**config.mk**
```make
export PLATFORM = sky130hd
export DESIGN_NAME = radix_string_conversion_unit
export DESIGN_NICKNAME = d
export VERILOG_FILES = /design/src/design/rsc_pkg.sv /design/src/design/radix_string_conversion_unit.sv
export SDC_FILE = /design/constraint.sdc
export NUM_CORES = 1
export LEC_CHECK = 0
export ABC_CLOCK_PERIOD_IN_PS = 5700
export BUFFER_PORTS_ARGS = -buffer_cell sky130_fd_sc_hd__buf_2
export CAP_MARGIN = 5
export CELL_PAD_IN_SITES_DETAIL_PLACEMENT = 2
export CELL_PAD_IN_SITES_GLOBAL_PLACEMENT = 2
export CORE_UTILIZATION = 42
export DETAILED_ROUTE_END_ITERATION = 16
export PLACE_DENSITY = 0.78
export SLEW_MARGIN = 0
export SYNTH_ARGS = -nofsm -noshare
export SYNTH_HDL_FRONTEND = slang
export SYNTH_SLANG_ARGS = --single-unit
```
**constraint.sdc**
```tcl
create_clock -name aclk -period 5.7 [get_ports aclk]
set_input_delay 1.14 -clock aclk [delete_from_list [all_inputs] [get_ports aclk]]
set_output_delay 1.14 -clock aclk [all_outputs]
set_load 0.02 [all_outputs]
```
**src/design/rsc_pkg.sv**
```systemverilog
// ----------------------------------------------------------------------------
// rsc_pkg
// Shared types and constants for the radix string conversion unit.
// ----------------------------------------------------------------------------
package rsc_pkg;

    localparam int MAX_SYMBOLS = 64;
    localparam int MAX_DIGITS  = 32;

    localparam int VALUE_W    = 32;
    localparam int CHAR_W     = 8;
    localparam int CMD_W      = 2;
    localparam int SEEN_DEPTH = 1 << CHAR_W;

    localparam int SYM_IDX_W = $clog2(MAX_SYMBOLS);
    localparam int LEN_W     = $clog2(MAX_SYMBOLS + 1);
    localparam int DIG_IDX_W = $clog2(MAX_DIGITS);
    localparam int DIG_CNT_W = $clog2(MAX_DIGITS + 1);
    localparam int BIT_CNT_W = $clog2(VALUE_W);
    localparam int TRIAL_W   = SYM_IDX_W + 1;

    localparam int S_TDATA_W = 40;
    localparam int M_TDATA_W = 8;

    localparam logic [CHAR_W-1:0] CHAR_MINUS = 8'h2D;
    localparam logic [CHAR_W-1:0] CHAR_PLUS  = 8'h2B;

    typedef enum logic [CMD_W-1:0] {
        CMD_APPEND  = 2'd0,
        CMD_CONVERT = 2'd1,
        CMD_CLEAR   = 2'd2,
        CMD_NONE    = 2'd3
    } cmd_t;

    typedef enum logic [2:0] {
        ST_IDLE,
        ST_ERR,
        ST_SIGN,
        ST_DIV,
        ST_RD_DIG,
        ST_RD_SYM,
        ST_OUT
    } state_t;

endpackage

```
**src/design/radix_string_conversion_unit.sv**
```systemverilog
// ----------------------------------------------------------------------------
// radix_string_conversion_unit
// Keeps a digit alphabet and emits signed integers as digit strings, most
// significant digit first, in base equal to the alphabet length.
// ----------------------------------------------------------------------------
// A convert runs the bit-serial restoring divider (one quotient bit per cycle,
// the push on the last) once per digit, then reads the digit stack and the
// alphabet for each emitted digit; a minus sign goes out first for a negative
// value. One item is in work at a time.
// Reset (aresetn low, synchronous) empties the alphabet and the seen map.
module radix_string_conversion_unit (
    input  logic                             aclk,
    input  logic                             aresetn,
    input  logic                             s_tvalid,
    output logic                             s_tready,
    input  logic [rsc_pkg::S_TDATA_W-1:0]    s_tdata,   // symbol[7:0], value[39:8]
    input  logic [rsc_pkg::CMD_W-1:0]        s_tuser,   // cmd[1:0]
    output logic                             m_tvalid,
    input  logic                             m_tready,
    output logic [rsc_pkg::M_TDATA_W-1:0]    m_tdata,   // out_char[7:0]
    output logic                             m_tuser,   // status[0]
    output logic                             m_tlast
);
    import rsc_pkg::*;

    state_t                 state_reg, state_next;
    logic [LEN_W-1:0]       len_reg, len_next;
    logic                   bad_reg, bad_next;
    logic [SEEN_DEPTH-1:0]  seen_reg, seen_next;
    logic [VALUE_W-1:0]     quo_reg, quo_next;
    logic [SYM_IDX_W-1:0]   rem_reg, rem_next;
    logic [BIT_CNT_W-1:0]   bit_cnt_reg, bit_cnt_next;
    logic [DIG_CNT_W-1:0]   dig_cnt_reg, dig_cnt_next;
    logic [SYM_IDX_W-1:0]   dig_rd_reg;
    logic [CHAR_W-1:0]      sym_rd_reg;

    logic [CHAR_W-1:0]      alpha_mem [MAX_SYMBOLS];
    logic [SYM_IDX_W-1:0]   dig_mem   [MAX_DIGITS];

    cmd_t                   s_cmd;
    logic [CHAR_W-1:0]      s_symbol;
    logic [VALUE_W-1:0]     s_value;
    logic                   in_beat, out_beat;
    logic                   append_wr, digit_wr;
    logic [TRIAL_W-1:0]     trial, trial_base;
    logic                   fits;
    logic [SYM_IDX_W-1:0]   step_rem;
    logic [VALUE_W-1:0]     step_quo;
    logic                   last_bit;
    logic [DIG_CNT_W-1:0]   dig_top;

    assign s_cmd    = cmd_t'(s_tuser);
    assign s_symbol = s_tdata[CHAR_W-1:0];
    assign s_value  = s_tdata[CHAR_W+VALUE_W-1:CHAR_W];
    assign in_beat  = s_tvalid && s_tready;
    assign out_beat = m_tvalid && m_tready;

    // one restoring division step
    assign trial      = {rem_reg, quo_reg[VALUE_W-1]};
    assign trial_base = TRIAL_W'(len_reg);
    assign fits       = (trial >= trial_base);
    assign step_rem   = fits ? SYM_IDX_W'(trial - trial_base) : SYM_IDX_W'(trial);
    assign step_quo   = {quo_reg[VALUE_W-2:0], fits};
    assign last_bit   = (bit_cnt_reg == BIT_CNT_W'(VALUE_W - 1));
    assign dig_top    = dig_cnt_reg - DIG_CNT_W'(1);

    assign append_wr = in_beat && (s_cmd == CMD_APPEND)
                       && (len_reg < LEN_W'(MAX_SYMBOLS));
    assign digit_wr  = (state_reg == ST_DIV) && last_bit
                       && (dig_cnt_reg < DIG_CNT_W'(MAX_DIGITS));

    // next state
    always_comb begin
        state_next = state_reg;
        unique case (state_reg)
            ST_IDLE: begin
                if (in_beat && (s_cmd == CMD_CONVERT)) begin
                    if (bad_reg || (len_reg < LEN_W'(2))) begin
                        state_next = ST_ERR;
                    end else if (s_value[VALUE_W-1]) begin
                        state_next = ST_SIGN;
                    end else begin
                        state_next = ST_DIV;
                    end
                end
            end
            ST_ERR: begin
                if (out_beat) state_next = ST_IDLE;
            end
            ST_SIGN: begin
                if (out_beat) state_next = ST_DIV;
            end
            ST_DIV: begin
                if (last_bit && (step_quo == '0)) state_next = ST_RD_DIG;
            end
            ST_RD_DIG: state_next = ST_RD_SYM;
            ST_RD_SYM: state_next = ST_OUT;
            ST_OUT: begin
                if (out_beat) begin
                    state_next = (dig_cnt_reg == DIG_CNT_W'(1)) ? ST_IDLE : ST_RD_DIG;
                end
            end
            default: state_next = ST_IDLE;
        endcase
    end

    // datapath next values
    always_comb begin
        len_next     = len_reg;
        bad_next     = bad_reg;
        seen_next    = seen_reg;
        quo_next     = quo_reg;
        rem_next     = rem_reg;
        bit_cnt_next = bit_cnt_reg;
        dig_cnt_next = dig_cnt_reg;
        unique case (state_reg)
            ST_IDLE: begin
                if (in_beat) begin
                    unique case (s_cmd)
                        CMD_APPEND: begin
                            if (len_reg >= LEN_W'(MAX_SYMBOLS)) begin
                                bad_next = 1'b1;
                            end else begin
                                if ((s_symbol == CHAR_PLUS) || (s_symbol == CHAR_MINUS)
                                    || seen_reg[s_symbol]) begin
                                    bad_next = 1'b1;
                                end
                                seen_next[s_symbol] = 1'b1;
                                len_next = len_reg + LEN_W'(1);
                            end
                        end
                        CMD_CLEAR: begin
                            seen_next = '0;
                            len_next  = '0;
                            bad_next  = 1'b0;
                        end
                        CMD_CONVERT: begin
                            quo_next     = s_value[VALUE_W-1] ? (~s_value + VALUE_W'(1))
                                                              : s_value;
                            rem_next     = '0;
                            bit_cnt_next = '0;
                            dig_cnt_next = '0;
                        end
                        CMD_NONE: ;
                        default: ;
                    endcase
                end
            end
            ST_DIV: begin
                quo_next     = step_quo;
                bit_cnt_next = bit_cnt_reg + BIT_CNT_W'(1);
                if (last_bit) begin
                    rem_next = '0;
                    if (digit_wr) dig_cnt_next = dig_cnt_reg + DIG_CNT_W'(1);
                end else begin
                    rem_next = step_rem;
                end
            end
            ST_OUT: begin
                if (out_beat) dig_cnt_next = dig_top;
            end
            default: ;
        endcase
    end

    always_ff @(posedge aclk) begin
        if (!aresetn) begin
            state_reg <= ST_IDLE;
            len_reg   <= '0;
            bad_reg   <= 1'b0;
            seen_reg  <= '0;
        end else begin
            state_reg <= state_next;
            len_reg   <= len_next;
            bad_reg   <= bad_next;
            seen_reg  <= seen_next;
        end
    end

    always_ff @(posedge aclk) begin
        quo_reg     <= quo_next;
        rem_reg     <= rem_next;
        bit_cnt_reg <= bit_cnt_next;
        dig_cnt_reg <= dig_cnt_next;
    end

    // alphabet store
    always_ff @(posedge aclk) begin
        if (append_wr) alpha_mem[len_reg[SYM_IDX_W-1:0]] <= s_symbol;
        if (state_reg == ST_RD_SYM) sym_rd_reg <= alpha_mem[dig_rd_reg];
    end

    // digit stack, pushed LSD first and popped MSD first
    always_ff @(posedge aclk) begin
        if (digit_wr) dig_mem[dig_cnt_reg[DIG_IDX_W-1:0]] <= step_rem;
        if (state_reg == ST_RD_DIG) dig_rd_reg <= dig_mem[dig_top[DIG_IDX_W-1:0]];
    end

    // outputs
    always_comb begin
        s_tready = (state_reg == ST_IDLE);
        m_tvalid = 1'b0;
        m_tdata  = '0;
        m_tuser  = 1'b0;
        m_tlast  = 1'b0;
        unique case (state_reg)
            ST_ERR: begin
                m_tvalid = 1'b1;
                m_tuser  = 1'b1;
                m_tlast  = 1'b1;
            end
            ST_SIGN: begin
                m_tvalid = 1'b1;
                m_tdata  = M_TDATA_W'(CHAR_MINUS);
            end
            ST_OUT: begin
                m_tvalid = 1'b1;
                m_tdata  = M_TDATA_W'(sym_rd_reg);
                m_tlast  = (dig_cnt_reg == DIG_CNT_W'(1));
            end
            default: ;
        endcase
    end

endmodule
```
# After elaboration in Yosys (flattened, before gate mapping)
# Memories as Yosys holds them, arrays and structs flattened. A register that Yosys moved wholly into a read port is not among the register bits.
# Index checks and enable logic that the tools add are counted.
dict set report totals {
  ram_bits 704
  output_inout_bits 12
  ff_bits 316
  wordCells 116
  n_memories 2
}
# memory depth width read_ports rd_clocked_by_memory_dff wr line_no
set mem_list {}
lappend mem_list {alpha_mem 64 8 1 1 1 radix_string_conversion_unit.sv:37} ;# logic [CHAR_W-1:0] alpha_mem [MAX_SYMBOLS];
lappend mem_list {dig_mem 32 6 1 1 1 radix_string_conversion_unit.sv:38} ;# logic [SYM_IDX_W-1:0] dig_mem [MAX_DIGITS];
dict set report classes {
  reduce_logical 24
  order_cmp 7
  bitwise 2
  muxes 44
  eq_ne 23
  n_addsub 6
}
# operator count
set ops {}
lappend ops {{$pmux 256 s2} 1}
lappend ops {{$mux 256} 1}
lappend ops {{$or 256x256->256} 1}
lappend ops {{$mux 32} 3}
lappend ops {{$pmux 32 s2} 1}
lappend ops {{$mux 6} 7}
lappend ops {{$add 32x1->32 const B} 1}
lappend ops {{$logic_not 32->1} 1}
lappend ops {{$not 32->32} 1}
lappend ops {{$pmux 3 s7} 1}
lappend ops {{$mux 3} 6}
lappend ops {{$pmux 6 s3} 1}
lappend ops {{$eq 8x6->1 const B} 2}
lappend ops {{$pmux 8 s2} 1}
lappend ops {{$pmux 7 s2} 1}
lappend ops {{$ne 2x2->1 const B} 6}
lappend ops {{$pmux 6 s2} 1}
lappend ops {{$mux 1} 11}
lappend ops {{$mux 5} 2}
lappend ops {{$pmux 5 s2} 1}
lappend ops {{$eq 3x3->1 const B} 3}
lappend ops {{$logic_and 1x1->1} 9}
lappend ops {{$lt 8x9->1 const B} 1}
lappend ops {{$bmux 1 s8} 1}
lappend ops {{other kinds (33)} 42}

# Depth between registers and ports, before layout
dict set report logic_depth {
  word_depth 7
  depth_mapped 11
  depth_no_buf 9
}

# Least setup slack after synthesis
# Ideal clock, no wire load.
dict set report synth_path {
  path_type {input-to-reg}
  start {input port s_tuser[1] (netlist bit)}
  end {register bit_cnt_reg[0], enable pin}
  cell_stages 3
  path_slack_ps -271
  t_arrival_ps 5421
  required_time_ps 5150
  n_path_buf 0
  cell_sequence {inv_1 > a31oi_1 > nor4_1}
}
dict set report synth_via {
  elab_chain_len 3
}
# element line_no
set synth_lines {}
lappend synth_lines {{start, declared} radix_string_conversion_unit.sv:17} ;# input logic [rsc_pkg::CMD_W-1:0] s_tuser,
lappend synth_lines {{$eq 2x1->1} radix_string_conversion_unit.sv:119} ;# unique case (s_cmd)
lappend synth_lines {{$ne 2x1->1 (no line)} --}
lappend synth_lines {{$reduce_and 3->1 (no line)} --}
lappend synth_lines {{end signal, assigned} radix_string_conversion_unit.sv:183} ;# bit_cnt_reg <= bit_cnt_next;
lappend synth_lines {{end, declared} radix_string_conversion_unit.sv:32} ;# logic [BIT_CNT_W-1:0] bit_cnt_reg, bit_cnt_next;
# No other way between the ends.
# A chain may end at the register's enable or synchronous reset.

# Worst setup path in the final report
dict set report layout_path {
  start {register len_reg[1]}
  end {memory dig_mem[26][1] (netlist bit) (data pin)}
}
dict set report layout_via {
  elab_chain_len 2
}
# element line_no
set layout_lines {}
lappend layout_lines {{start, declared} radix_string_conversion_unit.sv:27} ;# logic [LEN_W-1:0] len_reg, len_next;
lappend layout_lines {{start signal, assigned} radix_string_conversion_unit.sv:174} ;# len_reg <= len_next;
lappend layout_lines {{$sub 6x6->6 / $ge 7x7->1 (equally long branches)} {radix_string_conversion_unit.sv:62, radix_string_conversion_unit.sv:61}}
lappend layout_lines {{$mux 6 *} radix_string_conversion_unit.sv:62} ;# assign step_rem = fits ? SYM_IDX_W'(trial - trial_base) : SYM_IDX_W'(trial);
lappend layout_lines {{net step_rem[1]} radix_string_conversion_unit.sv:47} ;# logic [SYM_IDX_W-1:0] step_rem;
lappend layout_lines {{end, declared} radix_string_conversion_unit.sv:38}
# Mark *: on every way through the listed nets, which the timed path passes. The rest lies on a longest branch.

==> key figures <==
STA
  – FMAX: 221 MHz
  – Layout Skew: 46.5 ps
  – RSZ-0062 raised after global routing: false
  – Count of final hold-check violations: 0
  – Slew @ Worst Pin: 1320 ps
  – Part of the cycle the worst path needs: 79.2%
  – Fin Setup TNS: 0 ps
  – Tmin final: 4520 ps
  – Max Slew Vio Count: 0
  – Slew HR: 9.64%
  – Final Setup Violations: 0

Clock tree
  – Num Clock Sinks: 1,034
  – Clk root buf: clkbuf_16
  – Resized Gates After CTS: 0
  – H-tree depth: 3
  – TritonCTS clock tree: built
  – CTS Hold Bufs: 0
  – TritonCTS Buffers: 109
  – CTS clk-pin slew, worst paths: 70 ps
  – Post-CTS Setup Inserts: 0
  – Clock latency on the worst-skew pair: 730 ps
  – Clk buf depth: 3

Critical path
  – Crit path DAT: 4880 ps
  – Worst reg-to-reg path cell count: 9
  – Critical path endpoint category: flip-flop
  – WP buf/inv: 1
  – Crit-path leading delay family: compound AO/OA/AOI/OAI gates
  – Critical path's most frequent cell: o21a_1
  – Setup crit start kind: flip-flop
  – CP required: 6060 ps
  – Worst path cell trace: inv_1, ha_1, nor2b_1, o21a_1, o21a_1, o31a_1, o31ai_2, a21boi_0, a21oi_4
  – CP max stage cell: a21oi_4
  – Critical path peak fanout: 32
  – Crit path kind: flip-flop to flip-flop
  – Critical R2R Capture: dig_mem[26][1]
  – R2r setup slk: 1180 ps
  – Reg-to-reg startpoint: len_reg[1]
  – Largest stage delay, worst path: 790 ps

Flow run
  – Max-Cap Viols: 0

Die
  – Core ar.: 98,400 um2
  – Die X: 317 um
  – Row Count: 115
  – Die area: 101,000 um2
  – Die Ht: 317 um
  – I/O Pins: 58
  – Initial Util: 42.4%

Drt
  – Vias per cell: 6.15
  – Final ANT Viol Nets: 0
  – Routed wl met3: 7230 um
  – DR iter-0 viols: 2,379
  – Top routing layer in use: met5
  – DR pass1 iterations: 5
  – Overall routed net length: 136,000 um
  – Metal2 WL: 69,200 um
  – DR WL/cell: 33.0 um
  – DRC Markers: 0
  – M1 WL: 54,900 um
  – Vias: 25,322

Global route
  – GRT Residual Overflow: 0
  – Initial antenna violation count: 2
  – First-pass GRT wire length: 198,000 um
  – Total track usage: 27.3%
  – Largest net degree at the start of global routing: 97
  – Vias in the first global route: 27,558

Synth
  – Share of the synthesized area in the top cell type: 55.2%
  – Top_reg_cell synth: edfxtp_1
  – Largest area contributor in the netlist: edfxtp_1
  – Post-synthesis sequential area ratio: 68.0%
  – Most frequent cells after synthesis: 767 x edfxtp_1, 407 x nor2_1, 283 x a21oi_1
  – Asr flop ratio synth: 0%
  – Avg Cell Area, Syn: 15.4 um2
  – Yosys synthesis warning count: 0
  – Syn_nets: 2,763
  – EDFF count, synth: 767
  – Post-Syn Instances: 2,701
  – Largest cells by area after synthesis: edfxtp_1 55%, mux4_2 15%, dfxtp_1 13%
  – Most frequent cell after synthesis: edfxtp_1
  – FF+latch count, synth: 1,034
  – Yosys cell types: 64
  – Post-Syn Area: 41,700 um2

Placement
  – DP HPWL: 83,500 um
  – Final GP Congestion: 0.780
  – PortBufs: 57

Power and ir drop
  – Pwr dens: 339 nW/um2
  – PnR Total Power: 16.0 mW
  – Leak: 15.2 nW
  – Worst VDD drop: 0.000267 V

Min path
  – Hold path startpoint: seen_reg[226]
  – Hold crit path type: flip-flop to flip-flop
  – Hold Path End: seen_reg[226]
  – Hold path depth: 2

Cells and area
  – Number of fill cells in the layout: 9,167
  – Syn-to-layout area delta: 12.8%
  – Multi-input gate area: 12,700 um2
  – Final net count: 2,799
  – Largest register FFs: 512
  – Sequential Area: 28,400 um2
  – Fraction of layout cells with a size suffix above 1: 21.1%

Outcome
  – Outcome: complete, no violations
through the flow:
| step | std cells | setup slack [ps] | utilization, % | cell area (um2) | hold WS [ps] |
|---|---|---|---|---|---|
| global route | 4113 | 1130 | 47.8 | 47000 | 480 |
| floorplan | 2701 | 1540 | - | 41700 | 431 |
| finish | 4115 | 1180 | 47.8 | 47000 | 464 |
| detailed placement | 3909 | 1260 | 44.2 | 43500 | 456 |
| CTS | 4109 | 908 | 47.7 | 46900 | 470 |
| global placement | 3909 | 1540 | 44.2 | 43500 | 441 |
logic make-up after synthesis:
logic type,after synthesis,share of synthesized area [%]
simple gates,648,6.78
fa+ha+maj,16,0.498
mux,323,16.2
xor+xnor,41,0.861
buf+inv,209,1.95
compound gates,430,5.72
flops,1034,68.0
worst max-delay path by stage:
| stage | start | endpoint | slack, ps | cells past startpoint |
|---|---|---|---|---|
| after floorplan | s_tuser[1] | bit_cnt_reg[0] | 1540 | 3 |
| after global placement | s_tdata[0] | bad_reg | 1540 | 8 |
| after detailed placement | len_reg[1] | dig_mem[31][1] | 1260 | 9 |
| after CTS | len_reg[1] | dig_mem[28][5] | 910 | 9 |
| after global routing | len_reg[1] | dig_mem[14][1] | 1130 | 9 |
| final | len_reg[1] | dig_mem[26][1] | 1180 | 9 |
per-layer routing:
layer	up-vias	global-route usage [%]
li1	10514	-
met5	-	0
met1	13676	35.5
met3	248	3.94
met2	882	47.0
met4	2	9.09
worst register-to-register path, stage by stage, from the launching register on:
cell      delay [ps]
dfxtp_1          670
inv_1            250
ha_1             380
nor2b_1          140
o21a_1           190
o21a_1           230
o31a_1           310
o31ai_2          780
a21boi_0         400
a21oi_4          790
layout make-up:
class | instances | area share, %
antenna | 2 | 0.0106
clock buffer | 145 | 6.35
clock inverter | 55 | 0.936
inverter | 27 | 0.215
multi-input combinational | 1458 | 27.1
sequential | 1034 | 60.3
tap | 1287 | 3.42
timing repair buffer | 107 | 1.68
layout by cell type, fill, tap and decap left out, types with 9 or more instances in the layout:
cell type	n
nand4_1	11
clkbuf_8	10
o21ai_0	57
mux2i_1	30
edfxtp_1	767
a21oi_1	281
xor2_1	30
dfxtp_1	267
clkbuf_1	24
clkbuf_16	110
clkinv_2	18
nor2_1	407
or3_1	14
nand3_1	27
buf_2	53
a211oi_1	9
nor3_1	14
o211ai_1	9
xnor2_1	9
mux4_2	279
ha_1	14
nor2b_1	9
inv_1	26
nand2_1	79
buf_4	46
nor4_1	11
nand2b_1	13
clkinv_1	23
mux2_2	14
a31oi_1	18
power by group:
group / switching, mW / internal, mW / total, mW
registers: 0.0334 / 8.15 / 8.18
logic: 0.530 / 0.204 / 0.734
clock network: 3.15 / 3.90 / 7.05
total: 3.71 / 12.3 / 16.0
No activity file was read; power rests on OpenSTA's default activity.
